`config.mk`:
```
export PLATFORM = sky130hd
export DESIGN_NAME = nmea_prc_sentence_parser
export DESIGN_NICKNAME = d
export VERILOG_FILES = /design/src/rtl/nprc_pkg.sv /design/src/rtl/nprc_fifo.sv /design/src/rtl/nprc_front.sv /design/src/rtl/nprc_back.sv /design/src/rtl/nmea_prc_sentence_parser.sv
export SDC_FILE = /design/constraint.sdc
export NUM_CORES = 1
export LEC_CHECK = 0
export BUFFER_PORTS_ARGS = -buffer_cell sky130_fd_sc_hd__buf_2
export CAP_MARGIN = 20
export CORE_UTILIZATION = 45
export CTS_CLUSTER_DIAMETER = 50
export DETAILED_ROUTE_END_ITERATION = 10
export PLACE_DENSITY = 0.64
export SYNTH_ARGS = -nofsm -noshare
export SYNTH_HDL_FRONTEND = slang
export SYNTH_SLANG_ARGS = --single-unit
```
`constraint.sdc`:
```
create_clock -name clk -period 9.35 [get_ports clk]
set_input_delay 0.935 -clock clk [delete_from_list [all_inputs] [get_ports clk]]
set_output_delay 0.935 -clock clk [all_outputs]
set_load 0.05 [all_outputs]
```
`src/rtl/nprc_pkg.sv`:
```
// Shared types and constants for the PRC sentence parser.
// No dependencies; imported by the front end, back end and top level.
`timescale 1ns / 1ps
`default_nettype none

package nprc_pkg;

  localparam logic [7:0] CH_COMMA = 8'h2C;
  localparam logic [7:0] CH_STAR  = 8'h2A;
  localparam logic [7:0] CH_DOT   = 8'h2E;
  localparam logic [7:0] CH_0     = 8'h30;
  localparam logic [7:0] CH_9     = 8'h39;
  localparam logic [7:0] CH_A     = 8'h41;
  localparam logic [7:0] CH_B     = 8'h42;
  localparam logic [7:0] CH_C     = 8'h43;
  localparam logic [7:0] CH_D     = 8'h44;
  localparam logic [7:0] CH_E     = 8'h45;
  localparam logic [7:0] CH_P     = 8'h50;
  localparam logic [7:0] CH_R     = 8'h52;
  localparam logic [7:0] CH_S     = 8'h53;
  localparam logic [7:0] CH_V     = 8'h56;
  localparam logic [7:0] CH_W     = 8'h57;

  localparam logic [2:0]  LETTER_BAD = 3'd7;
  localparam logic [2:0]  LEN_MAX    = 3'd7;
  localparam logic [2:0]  HDR_LEN    = 3'd6;
  localparam logic [13:0] NUM_MAX    = 14'd9999;
  localparam logic [7:0]  SHAFT_MAX  = 8'd255;

  // field indexes within a sentence
  localparam logic [3:0] FLD_HDR        = 4'd0;
  localparam logic [3:0] FLD_LEVER_POS  = 4'd1;
  localparam logic [3:0] FLD_LEVER_ST   = 4'd2;
  localparam logic [3:0] FLD_RPM        = 4'd3;
  localparam logic [3:0] FLD_RPM_MODE   = 4'd4;
  localparam logic [3:0] FLD_PITCH      = 4'd5;
  localparam logic [3:0] FLD_PITCH_MODE = 4'd6;
  localparam logic [3:0] FLD_LOC        = 4'd7;
  localparam logic [3:0] FLD_SHAFT      = 4'd8;

  localparam logic [3:0] ST_OK = 4'd0;

  // one classified byte
  typedef struct packed {
    logic       digit;
    logic [3:0] dval;
    logic       dot;
    logic       comma;
    logic       star;
    logic       is_p;
    logic       is_r;
    logic       is_c;
    logic [2:0] lc_lever;
    logic [2:0] lc_rpm;
    logic [2:0] lc_pitch;
    logic [2:0] lc_loc;
    logic       last;
  } cls_t;

  typedef struct packed {
    logic [13:0] lever_position;
    logic        lever_status;
    logic [13:0] rpm_demand;
    logic [1:0]  rpm_mode;
    logic [13:0] pitch_demand;
    logic [1:0]  pitch_mode;
    logic [2:0]  location;
    logic [7:0]  shaft_count;
  } held_t;

  typedef struct packed {
    logic [3:0] status;
    held_t      held;
  } res_t;

endpackage

`default_nettype wire

```
`src/rtl/nprc_fifo.sv`:
```
// Small register-based queue, used between the parser stages and on the result side.
// Standalone; no package dependencies.
`timescale 1ns / 1ps
`default_nettype none

module nprc_fifo #(
  parameter int unsigned WIDTH = 8,
  parameter int unsigned DEPTH = 4
) (
  input  logic             clk,
  input  logic             rst_n,
  input  logic             wr_en,
  input  logic [WIDTH-1:0] wr_data,
  input  logic             rd_en,
  output logic [WIDTH-1:0] rd_data,
  output logic             full,
  output logic             empty
);

  localparam int unsigned AW = (DEPTH > 1) ? $clog2(DEPTH) : 1;
  localparam int unsigned CW = $clog2(DEPTH + 1);
  localparam logic [AW-1:0] LAST_PTR = AW'(DEPTH - 1);

  logic [WIDTH-1:0] mem_r [DEPTH];
  logic [AW-1:0]    wr_ptr_r, wr_ptr_nxt;
  logic [AW-1:0]    rd_ptr_r, rd_ptr_nxt;
  logic [CW-1:0]    count_r, count_nxt;

  always_comb begin
    wr_ptr_nxt = wr_ptr_r;
    rd_ptr_nxt = rd_ptr_r;
    if (wr_en) begin
      wr_ptr_nxt = (wr_ptr_r == LAST_PTR) ? '0 : wr_ptr_r + 1'b1;
    end
    if (rd_en) begin
      rd_ptr_nxt = (rd_ptr_r == LAST_PTR) ? '0 : rd_ptr_r + 1'b1;
    end
    count_nxt = count_r + CW'(wr_en) - CW'(rd_en);
  end

  always_ff @(posedge clk) begin
    if (!rst_n) begin
      wr_ptr_r <= '0;
      rd_ptr_r <= '0;
      count_r  <= '0;
    end else begin
      wr_ptr_r <= wr_ptr_nxt;
      rd_ptr_r <= rd_ptr_nxt;
      count_r  <= count_nxt;
    end
  end

  always_ff @(posedge clk) begin
    if (wr_en) begin
      mem_r[wr_ptr_r] <= wr_data;
    end
  end

  assign rd_data = mem_r[rd_ptr_r];
  assign full    = (count_r == CW'(DEPTH));
  assign empty   = (count_r == '0);

endmodule

`default_nettype wire

```
`src/rtl/nprc_front.sv`:
```
// Front end: takes input beats and classifies each character for the back end.
// Depends on nprc_pkg.
`timescale 1ns / 1ps
`default_nettype none

module nprc_front
  import nprc_pkg::*;
(
  input  logic [7:0] byte_in,
  input  logic       last_byte,
  input  logic       push,
  input  logic       full,
  output logic       wr_en,
  output cls_t       entry
);

  always_comb begin
    entry       = '0;
    entry.digit = byte_in inside {[CH_0:CH_9]};
    entry.dval  = byte_in[3:0];
    entry.dot   = (byte_in == CH_DOT);
    entry.comma = (byte_in == CH_COMMA);
    entry.star  = (byte_in == CH_STAR);
    entry.is_p  = (byte_in == CH_P);
    entry.is_r  = (byte_in == CH_R);
    entry.is_c  = (byte_in == CH_C);
    entry.last  = last_byte;

    case (byte_in)
      CH_A:    entry.lc_lever = 3'd0;
      CH_V:    entry.lc_lever = 3'd1;
      default: entry.lc_lever = LETTER_BAD;
    endcase

    case (byte_in)
      CH_P:    entry.lc_rpm = 3'd0;
      CH_R:    entry.lc_rpm = 3'd1;
      CH_V:    entry.lc_rpm = 3'd2;
      default: entry.lc_rpm = LETTER_BAD;
    endcase

    case (byte_in)
      CH_P:    entry.lc_pitch = 3'd0;
      CH_D:    entry.lc_pitch = 3'd1;
      CH_V:    entry.lc_pitch = 3'd2;
      default: entry.lc_pitch = LETTER_BAD;
    endcase

    case (byte_in)
      CH_B:    entry.lc_loc = 3'd0;
      CH_P:    entry.lc_loc = 3'd1;
      CH_S:    entry.lc_loc = 3'd2;
      CH_C:    entry.lc_loc = 3'd3;
      CH_E:    entry.lc_loc = 3'd4;
      CH_W:    entry.lc_loc = 3'd5;
      default: entry.lc_loc = LETTER_BAD;
    endcase
  end

  assign wr_en = push & ~full;

endmodule

`default_nettype wire

```
`src/rtl/nprc_back.sv`:
```
// Back end: field parser state, held field registers and result generation.
// Depends on nprc_pkg; fed from the classified-byte queue.
`timescale 1ns / 1ps
`default_nettype none

module nprc_back
  import nprc_pkg::*;
(
  input  logic clk,
  input  logic rst_n,
  input  logic cmd_valid,
  input  cls_t cmd,
  output logic cmd_pop,
  input  logic res_full,
  output logic res_push,
  output res_t res
);

  logic [3:0]  fld_idx_r, fld_idx_nxt;
  logic [2:0]  fld_len_r, fld_len_nxt;
  logic        hdr_match_r, hdr_match_nxt;
  logic [13:0] acc_r, acc_nxt;
  logic        bad_r, bad_nxt;
  logic        dot_r, dot_nxt;
  logic        ok_r, ok_nxt;
  logic [2:0]  lc_r, lc_nxt;
  logic [3:0]  err_r, err_nxt;
  logic        done_r, done_nxt;
  held_t       held_r, held_nxt;
  logic [17:0] acc_ext;

  function automatic logic is_num(input logic [3:0] f);
    return (f == FLD_LEVER_POS) || (f == FLD_RPM) || (f == FLD_PITCH) || (f == FLD_SHAFT);
  endfunction

  function automatic logic tok_pass(input logic [3:0] f, input logic [2:0] len,
                                    input logic hm, input logic bad, input logic ok,
                                    input logic [2:0] lc);
    logic p;
    if (f == FLD_HDR) begin
      p = (len == HDR_LEN) && hm;
    end else if (is_num(f)) begin
      p = (len != 3'd0) && !bad && ok;
    end else begin
      p = (len == 3'd1) && (lc != LETTER_BAD);
    end
    return p;
  endfunction

  function automatic held_t hold_write(input held_t h, input logic [3:0] f,
                                       input logic [13:0] acc, input logic [2:0] lc);
    held_t n;
    n = h;
    case (f)
      FLD_LEVER_POS:  n.lever_position = acc;
      FLD_LEVER_ST:   n.lever_status   = lc[0];
      FLD_RPM:        n.rpm_demand     = acc;
      FLD_RPM_MODE:   n.rpm_mode       = lc[1:0];
      FLD_PITCH:      n.pitch_demand   = acc;
      FLD_PITCH_MODE: n.pitch_mode     = lc[1:0];
      FLD_LOC:        n.location       = lc;
      FLD_SHAFT:      n.shaft_count    = (acc > 14'(SHAFT_MAX)) ? SHAFT_MAX : acc[7:0];
      default:        n = h;
    endcase
    return n;
  endfunction

  always_comb begin
    fld_idx_nxt   = fld_idx_r;
    fld_len_nxt   = fld_len_r;
    hdr_match_nxt = hdr_match_r;
    acc_nxt       = acc_r;
    bad_nxt       = bad_r;
    dot_nxt       = dot_r;
    ok_nxt        = ok_r;
    lc_nxt        = lc_r;
    err_nxt       = err_r;
    done_nxt      = done_r;
    held_nxt      = held_r;
    acc_ext       = '0;

    cmd_pop  = cmd_valid && (!cmd.last || !res_full);
    res_push = cmd_pop && cmd.last;

    if (err_r == ST_OK && !done_r) begin
      if (cmd.comma && fld_idx_r <= FLD_LOC) begin
        if (tok_pass(fld_idx_r, fld_len_r, hdr_match_r, bad_r, ok_r, lc_r)) begin
          held_nxt      = hold_write(held_r, fld_idx_r, acc_r, lc_r);
          fld_idx_nxt   = fld_idx_r + 4'd1;
          fld_len_nxt   = '0;
          hdr_match_nxt = 1'b1;
          acc_nxt       = '0;
          bad_nxt       = 1'b0;
          dot_nxt       = 1'b0;
          ok_nxt        = 1'b0;
          lc_nxt        = '0;
        end else begin
          err_nxt = fld_idx_r + 4'd1;
        end
      end else if (cmd.star && fld_idx_r == FLD_SHAFT) begin
        if (tok_pass(fld_idx_r, fld_len_r, hdr_match_r, bad_r, ok_r, lc_r)) begin
          held_nxt = hold_write(held_r, fld_idx_r, acc_r, lc_r);
          done_nxt = 1'b1;
        end else begin
          err_nxt = FLD_SHAFT + 4'd1;
        end
      end else begin
        if (fld_idx_r == FLD_HDR) begin
          if ((fld_len_r == 3'd3 && !cmd.is_p) || (fld_len_r == 3'd4 && !cmd.is_r) ||
              (fld_len_r == 3'd5 && !cmd.is_c)) begin
            hdr_match_nxt = 1'b0;
          end
        end else if (is_num(fld_idx_r)) begin
          if (cmd.digit) begin
            if (!dot_r) begin
              acc_ext = 18'(acc_r) * 18'd10 + 18'(cmd.dval);
              acc_nxt = (acc_ext > 18'(NUM_MAX)) ? NUM_MAX : acc_ext[13:0];
            end
            // a leading dot is allowed before the first digit, except in the shaft field
            if (fld_len_r == 3'd0 ||
                (fld_idx_r != FLD_SHAFT && fld_len_r == 3'd1 && dot_r)) begin
              ok_nxt = 1'b1;
            end
          end else if (cmd.dot) begin
            dot_nxt = 1'b1;
          end else begin
            bad_nxt = 1'b1;
          end
        end else if (fld_len_r == 3'd0) begin
          case (fld_idx_r)
            FLD_LEVER_ST:   lc_nxt = cmd.lc_lever;
            FLD_RPM_MODE:   lc_nxt = cmd.lc_rpm;
            FLD_PITCH_MODE: lc_nxt = cmd.lc_pitch;
            default:        lc_nxt = cmd.lc_loc;
          endcase
        end
        if (fld_len_r != LEN_MAX) begin
          fld_len_nxt = fld_len_r + 3'd1;
        end
      end
    end

    if (cmd.last) begin
      // end of sentence closes the open token
      if (err_nxt == ST_OK && !done_nxt) begin
        if (tok_pass(fld_idx_nxt, fld_len_nxt, hdr_match_nxt, bad_nxt, ok_nxt, lc_nxt)) begin
          held_nxt = hold_write(held_nxt, fld_idx_nxt, acc_nxt, lc_nxt);
          if (fld_idx_nxt < FLD_SHAFT) begin
            err_nxt = fld_idx_nxt + 4'd2;
          end
        end else begin
          err_nxt = fld_idx_nxt + 4'd1;
        end
      end
    end

    res.status = err_nxt;
    res.held   = held_nxt;

    if (cmd.last) begin
      fld_idx_nxt   = FLD_HDR;
      fld_len_nxt   = '0;
      hdr_match_nxt = 1'b1;
      acc_nxt       = '0;
      bad_nxt       = 1'b0;
      dot_nxt       = 1'b0;
      ok_nxt        = 1'b0;
      lc_nxt        = '0;
      err_nxt       = ST_OK;
      done_nxt      = 1'b0;
    end
  end

  always_ff @(posedge clk) begin
    if (!rst_n) begin
      fld_idx_r   <= FLD_HDR;
      fld_len_r   <= '0;
      hdr_match_r <= 1'b1;
      acc_r       <= '0;
      bad_r       <= 1'b0;
      dot_r       <= 1'b0;
      ok_r        <= 1'b0;
      lc_r        <= '0;
      err_r       <= ST_OK;
      done_r      <= 1'b0;
      held_r      <= '0;
    end else if (cmd_pop) begin
      fld_idx_r   <= fld_idx_nxt;
      fld_len_r   <= fld_len_nxt;
      hdr_match_r <= hdr_match_nxt;
      acc_r       <= acc_nxt;
      bad_r       <= bad_nxt;
      dot_r       <= dot_nxt;
      ok_r        <= ok_nxt;
      lc_r        <= lc_nxt;
      err_r       <= err_nxt;
      done_r      <= done_nxt;
      held_r      <= held_nxt;
    end
  end

endmodule

`default_nettype wire

```
`src/rtl/nmea_prc_sentence_parser.sv`:
```
// Channel  | Direction | Handshake          | Beat
// in_      | in        | in_push / in_full  | one sentence character, last-byte mark
// out_     | out       | out_pop / out_empty| status and held fields, one per sentence
//
// One character per cycle while in_full is low; the back end takes each beat from the queue.
// An accepted beat is written into the classified-byte queue and popped by the back end from
// there; a final byte's result is registered in the result queue as that byte is popped.
// A result only stalls the back end when the result queue is full and a last byte waits.
// Synchronous active-low reset empties both queues and clears all held fields.
// Top level: front end, classified-byte queue, back end, result queue. Depends on nprc_pkg.
`timescale 1ns / 1ps
`default_nettype none

module nmea_prc_sentence_parser
  import nprc_pkg::*;
#(
  parameter int unsigned CMD_DEPTH = 4,
  parameter int unsigned RES_DEPTH = 2
) (
  input  logic        clk,
  input  logic        rst_n,
  input  logic        in_push,
  output logic        in_full,
  input  logic [7:0]  in_byte_in,
  input  logic        in_last_byte,
  output logic        out_empty,
  input  logic        out_pop,
  output logic [3:0]  out_status,
  output logic [13:0] out_lever_position,
  output logic        out_lever_status,
  output logic [13:0] out_rpm_demand,
  output logic [1:0]  out_rpm_mode,
  output logic [13:0] out_pitch_demand,
  output logic [1:0]  out_pitch_mode,
  output logic [2:0]  out_location,
  output logic [7:0]  out_shaft_count
);

  logic cmd_wr;
  cls_t cmd_wr_data;
  cls_t cmd_rd_data;
  logic cmd_empty;
  logic cmd_pop;
  logic res_push;
  res_t res_wr_data;
  res_t res_rd_data;
  logic res_full;

  nprc_front u_front (
    .byte_in   (in_byte_in),
    .last_byte (in_last_byte),
    .push      (in_push),
    .full      (in_full),
    .wr_en     (cmd_wr),
    .entry     (cmd_wr_data)
  );

  nprc_fifo #(
    .WIDTH ($bits(cls_t)),
    .DEPTH (CMD_DEPTH)
  ) u_cmd_q (
    .clk     (clk),
    .rst_n   (rst_n),
    .wr_en   (cmd_wr),
    .wr_data (cmd_wr_data),
    .rd_en   (cmd_pop),
    .rd_data (cmd_rd_data),
    .full    (in_full),
    .empty   (cmd_empty)
  );

  nprc_back u_back (
    .clk       (clk),
    .rst_n     (rst_n),
    .cmd_valid (~cmd_empty),
    .cmd       (cmd_rd_data),
    .cmd_pop   (cmd_pop),
    .res_full  (res_full),
    .res_push  (res_push),
    .res       (res_wr_data)
  );

  nprc_fifo #(
    .WIDTH ($bits(res_t)),
    .DEPTH (RES_DEPTH)
  ) u_res_q (
    .clk     (clk),
    .rst_n   (rst_n),
    .wr_en   (res_push),
    .wr_data (res_wr_data),
    .rd_en   (out_pop & ~out_empty),
    .rd_data (res_rd_data),
    .full    (res_full),
    .empty   (out_empty)
  );

  assign out_status         = res_rd_data.status;
  assign out_lever_position = res_rd_data.held.lever_position;
  assign out_lever_status   = res_rd_data.held.lever_status;
  assign out_rpm_demand     = res_rd_data.held.rpm_demand;
  assign out_rpm_mode       = res_rd_data.held.rpm_mode;
  assign out_pitch_demand   = res_rd_data.held.pitch_demand;
  assign out_pitch_mode     = res_rd_data.held.pitch_mode;
  assign out_location       = res_rd_data.held.location;
  assign out_shaft_count    = res_rd_data.held.shaft_count;

`ifndef SYNTHESIS
  a_res_no_overflow: assert property (@(posedge clk) disable iff (!rst_n)
    res_push |-> !res_full)
    else $error("result queue written while full");

  a_pop_last_makes_result: assert property (@(posedge clk) disable iff (!rst_n)
    (cmd_pop && cmd_rd_data.last) |-> res_push)
    else $error("last beat consumed without a result");

  a_status_range: assert property (@(posedge clk) disable iff (!rst_n)
    !out_empty |-> (out_status <= 4'd9))
    else $error("status out of range");

  a_reset_empty: assert property (@(posedge clk)
    !rst_n |=> (out_empty && !in_full))
    else $error("queues not empty after reset");
`endif

endmodule

`default_nettype wire
```
Word level (Yosys, flattened, before mapping)
Memories as Yosys holds them, arrays and structs flattened. A register that Yosys moved wholly into a read port is not among the register bits. Index checks and enable logic that the tools add are counted.

Add/sub/neg operators: 13. Multipliers: 1. $lt $le $gt $ge: 7. Eq/ne operators: 48. Muxes and demuxes: 131. Bitwise logic cells: 5. Reduce and logical (&&, ||, !) cells: 52.

Operators with widths (number): $mux W58 (8); $mux W14 (16); $eq A8 B7 Y1 const B (10); $mux W1 (60); $mux W4 (14); $mux W3 (16); $eq A4 B3 Y1 const B (8); $mux W8 (4); $gt A14 B8 Y1 const B (2); $pmux W3 S3 (3); $eq A8 B6 Y1 const B (3); $logic_and A1 B1 Y1 (20); $add A18 B4 Y18 (1); $gt A18 B14 Y1 const B (1); $pmux W3 S6 (1); $mul A14 B3 Y17 const B (1); $eq A4 B2 Y1 const B (4); $logic_not A4 Y1 (4); $mux W2 (8); $eq A3 B3 Y1 const B (5); $reduce_bool A3 Y1 (4); $logic_or A1 B1 Y1 (10); $logic_not A1 Y1 (9); $ne A3 B1 Y1 const B (3); other kinds (28) (42).

Bits in registers: 102. Memory bits (writable): 220. Input bits: 13. Output and inout port bits: 64. Logic and storage cells: 283. Memories kept: 2.

Memories: u_res_q.mem_r (depth 2, width 62, read ports 1, clocked after memory_dff 1, wr ports 1, RTL line nprc_fifo.sv:24) `logic [WIDTH-1:0] mem_r [DEPTH];`; u_cmd_q.mem_r (depth 4, width 24, read ports 1, clocked after memory_dff 1, wr ports 1, RTL line nprc_fifo.sv:24).

Logic depth before layout (Yosys ltp)
Depth after elaboration: 23. Gate-level depth with buffers: 20. Depth with buffers taken out: 18.

Cells and area by module
Synthesis repeated with hierarchy kept, for this count alone.

Cells, all modules: 1470. Area, all modules: 17379.2 um^2.

By module, submodules not included: nprc_back (times used 1, cells each 1023, area an instance 8036.5 um^2, seq. area each 1821.7 um^2); nprc_fifo at u_res_q (times used 1, cells each 214, area an instance 5003.5 um^2, seq. area each 3823.7 um^2); nprc_fifo at u_cmd_q (times used 1, cells each 170, area an instance 3961.3 um^2, seq. area each 3062.9 um^2); nprc_front (times used 1, cells each 61, area an instance 360.3 um^2, seq. area each 0.0 um^2); nmea_prc_sentence_parser (times used 1, cells each 2, area an instance 17.5 um^2, seq. area each 0.0 um^2).

Least setup slack after synthesis
Ideal clock, no wire load.

Path type: reg-to-reg. Start point: register (tool-made name). End point: memory u_res_q.mem_r[0][0] in the netlist's numbering, enable pin. Setup time: 0.482 ns. Data arrival time: 4.741 ns. Data required time: 8.868 ns. Path slack: 4.127 ns. Cell stages (with the launch flop): 10. Path buffers: 4. Clock period less this slack: 5.223 ns. Cell sequence: dfxtp_1 -> buf_6 -> buf_2 -> mux4_2 -> clkbuf_1 -> a31o_2 -> clkbuf_1 -> inv_2 -> nand2_1 -> nor2_1.

RTL lines (RTL line): end: declaration (nprc_fifo.sv:24).

==> summary.md <==
| Metric | Value |
|---|---|
| DRC errors left | `0` |
| Post-synthesis cell count | `1402` |
| Highest clock rate | `171 MHz` |
| Final worst-path cycle share | `62.7%` |
| Drt wl/cell | `21.0 um` |
| CP top delay family | `simple AND/OR/NAND/NOR gates` |
| DRT Wirelength | `41.2 mm` |
| Tightest Hold Check Type | `reg2reg` |
| Final worst path period need | `5860 ps` |
| All-layer global routing usage | `22.2%` |
| Pwr dens | `288 nW/um^2` |
| Post-CTS sizing | `0` |
| Synthesized flop and latch total | `321` |
| Core Footprint | `35600 sq um` |
| DIE HEIGHT | `192 um` |
| Sequential-to-total area share from yosys stat | `52.7%` |
| Worst Path Required | `9550 ps` |
| Final nets | `1532` |
| Arrival time at the worst endpoint | `6060 ps` |
| Critical path cell sequence | `buf_4 -> mux4_2 -> ha_1 -> a21o_1 -> nand2_1 -> nor3_1 -> nand3_1 -> nor4b_1 -> xor2_1 -> o31a_1 -> o31ai_2 -> nand3_1 -> nor4b_4 -> a21oi_1` |
| CP startpoint kind | `flop` |
| Synth Area per Inst | `11.6 sq um` |
| Area Growth Syn to Fin | `12.8%` |
| CTS Buffer Depth | `3` |
| Slowest CP cell | `o31ai_2` |
| Vias per inst | `5.90` |
| Antenna violations before repair | `0` |
| Clk_lat worst skew | `540 ps` |
| Worst Hold Slack | `457 ps` |
| Synth async-reset ratio | `0%` |
| CP endpoint | `u_res_q.mem_r[0][1]` |
| Crit path largest cell delay | `880 ps` |
| Die outline width | `192 um` |
| Hold-fix buffers, CTS | `0` |
| CP Max Fanout | `23` |
| Critical path class | `reg2reg` |
| Number of flops mapped to enable cells by yosys | `216` |
| Worst Reg2Reg Path Length in Cells | `14` |
| CP dominant cell by count | `nand3_1` |
| Critical Path End Type | `flop` |
| CTS clk-pin slew, worst paths | `60 ps` |
| VDD IR max | `0.000198 V` |
| Slew headroom | `29.2%` |
| Internal reg-to-reg setup slack | `3490 ps` |
| Outcome | `completed` |
| Clock root cell | `clkbuf_16` |
| Vias in the first global route | `11200` |
| Hpwl dp | `27.2 mm` |
| CTS buffer count | `39` |
| Crit Reg-Reg Endpoint | `u_res_q.mem_r[0][1]` |
| Layout cells sized above 1 | `19.5%` |
| Initial drt markers | `1021` |
| Largest net degree at the start of global routing | `91` |
| Post-CTS setup buffer count | `0` |
| Compound-gate portion of the synthesized area | `12.4%` |
| Port Buffers | `76` |
| Yosys synthesis warning count | `0` |
| Setup TNS | `0 ps` |
| Mapped cell area | `16300 sq um` |
| Routability cong. | `0.923` |
| Post-synthesis mux area share | `13.5%` |
| Die area | `37000 sq um` |
| # rows | `69` |
| Levels on crit path | `14` |
| H-Tree Level Count | `2` |
| CTS tree | `done` |
| Simple-Gate Fraction of Synth Area | `12.9%` |
| TritonRoute pass-1 iters | `5` |
| Initial core utilization | `45.8%` |
| # clock sinks | `321` |
| Post-synthesis xor/xnor area fraction | `1.70%` |
| RSZ-0062 raised after global routing | `false` |
| Mapped Nets | `1467` |
| Post-Synth Adder-Cell Area | `4.13%` |
| Post-synth top area share | `39.8%` |
| Via count | `11600` |
| Final hold viol count | `0` |
| Cell taking the most area after synthesis | `edfxtp_1` |
| Largest cells by area after synthesis | `edfxtp_1 (40%), dfxtp_1 (13%), mux2i_1 (5.3%)` |
| ANT nets after route | `0` |
| Final setup violation count | `0` |
| Leakage power | `7.17 nW` |
| GRT overflow | `0` |
| MaxCap Viol Count | `0` |
| Antenna cells | `0` |
| Setup Skew | `18.0 ps` |
| Fin. max-slew vios | `0` |
| Actual slew at the worst max-slew pin | `1060 ps` |
| Main flop type after synthesis | `edfxtp_1` |
| Buf+Inv Stages, Crit Path | `1` |
| I/O pins | `77` |
| Post-synth cell types | `94` |
| First-pass GRT wire length | `63.5 mm` |
| Largest family of logic cells by synthesized area | `multiplexers` |
==> report_power, final <==
group / switching (mW) / leakage [nW] / total [mW] / internal [mW]
registers: 0.0812 / 2.90 / 1.90 / 1.82
clock network: 0.600 / 0.611 / 1.47 / 0.871
logic: 1.40 / 3.66 / 1.93 / 0.532
total: 2.08 / 7.17 / 5.30 / 3.22
==> state kept, by name, indices dropped and copies added (netlist names), named ones only <==
| register | count |
|---|---|
| u_cmd_q.mem_r | 92 |
| u_back.held_r | 58 |
| u_back.lc_r | 3 |
| u_cmd_q.rd_ptr_r | 2 |
| u_back.acc_r | 14 |
| u_back.done_r | 1 |
| u_back.bad_r | 1 |
| u_back.hdr_match_r | 1 |
| u_back.err_r | 4 |
| u_back.ok_r | 1 |
| u_res_q.rd_ptr_r | 1 |
| u_back.fld_len_r | 3 |
| u_res_q.mem_r | 124 |
| u_back.dot_r | 1 |
| u_back.fld_idx_r | 4 |
| u_cmd_q.wr_ptr_r | 2 |
| u_res_q.count_r | 2 |
| u_res_q.wr_ptr_r | 1 |
| u_cmd_q.count_r | 3 |
==> worst min path at each step <==
stage | start | end | slack (ps) | cells after the start
after floorplan | u_back.held_r[52] | u_back.held_r[52] | 430 | 2
after global routing | u_back.held_r[51] | u_back.held_r[51] | 470 | 2
after detailed placement | u_back.held_r[48] | u_back.held_r[48] | 450 | 2
final | u_back.held_r[48] | u_back.held_r[48] | 460 | 2
after global placement | u_back.held_r[52] | u_back.held_r[52] | 440 | 2
after CTS | u_back.held_r[48] | u_back.held_r[48] | 460 | 2
==> layer usage <==
| layer | share of wire, % | vias to the layer above | GRT usage, % | routed length [um] |
|---|---|---|---|---|
| li1 | - | 5433 | - | - |
| met1 | 45 | 5643 | 30.8 | 18600 |
| met3 | 5.6 | 85 | 2.86 | 2320 |
| met4 | 2.5 | 0 | 6.84 | 1030 |
| met2 | 47 | 392 | 36.2 | 19200 |
| met5 | 0 | - | 0 | 0 |
==> through the flow <==
| stage | util (%) | total power [mW] | cell area (sq um) | std cells | worst slack (ps) |
|---|---|---|---|---|---|
| global route | 51.7 | 5.53 | 18400 | 1959 | 3130 |
| CTS | 51.7 | 5.34 | 18400 | 1959 | 3530 |
| detailed placement | 48.1 | 3.86 | 17100 | 1887 | 3580 |
| floorplan | - | 3.37 | 16300 | 1402 | 4130 |
| finish | 51.7 | 5.30 | 18400 | 1959 | 3490 |
| global placement | 48.1 | 3.83 | 17100 | 1887 | 3590 |
==> synthesized netlist by cell type (12+ instances only) <==
cell type,n
a21o_1,13
mux2_2,70
xnor2_1,15
ha_1,49
and2_1,15
nor3_1,26
mux4_2,23
mux2i_1,87
o22ai_1,12
buf_2,14
inv_1,28
a22oi_1,15
nand3_1,28
nand4_1,13
dfxtp_1,105
nand2b_1,12
xor2_1,13
edfxtp_1,216
nor2_1,103
and3_1,16
o21ai_0,37
clkbuf_1,48
nand2_1,155
a21oi_1,82
==> worst register-to-register path, delay by kind of cell (launching register included) <==
kind / cells / cell delay, ps
AOI/OAI and AO/OA: 4 / 1600
xor gates and xnor gates: 1 / 200
adders and majority gates: 1 / 350
buffers and inverters: 1 / 400
DFF: 1 / 300
muxes: 1 / 590
and+or+nand+nor: 6 / 2070
==> kinds of logic (layout without fill, tap and decap cells) <==
family,after synthesis,in the layout
compound gates,282,282
xor+xnor,30,30
fa+ha+maj,52,52
buf+inv,102,198
flops,321,321
mux,182,182
simple gates,433,433
==> final cells by class <==
type	instances	area [sq um]
fillers	3092	17200
flip-flops and latches	321	8590
repair buffers	96	531
clock buffers	55	1110
clock inverters	17	175
multi-input cells	979	7300
inverters	30	113
well taps	461	577
==> cells in the final DEF (no fill, tap or decap), drive strengths merged, types with 7 or more instances in the layout <==
master / count
inv: 36
edfxtp: 216
a21o: 13
xnor2: 15
nor2: 104
nor3: 26
ha: 49
nand3: 29
a21oi: 82
xor2: 15
mux4: 23
nand4: 13
a32oi: 7
o211ai: 12
o2111ai: 7
a22oi: 16
dfxtp: 105
nand2: 155
o21ai: 45
buf: 96
a31oi: 8
and3: 16
clkbuf: 55
o31ai: 10
o22ai: 12
and2: 16
nor2b: 10
nand2b: 12
mux2: 70
nor4: 13
mux2i: 89
(Power assumes the default switching activity.)
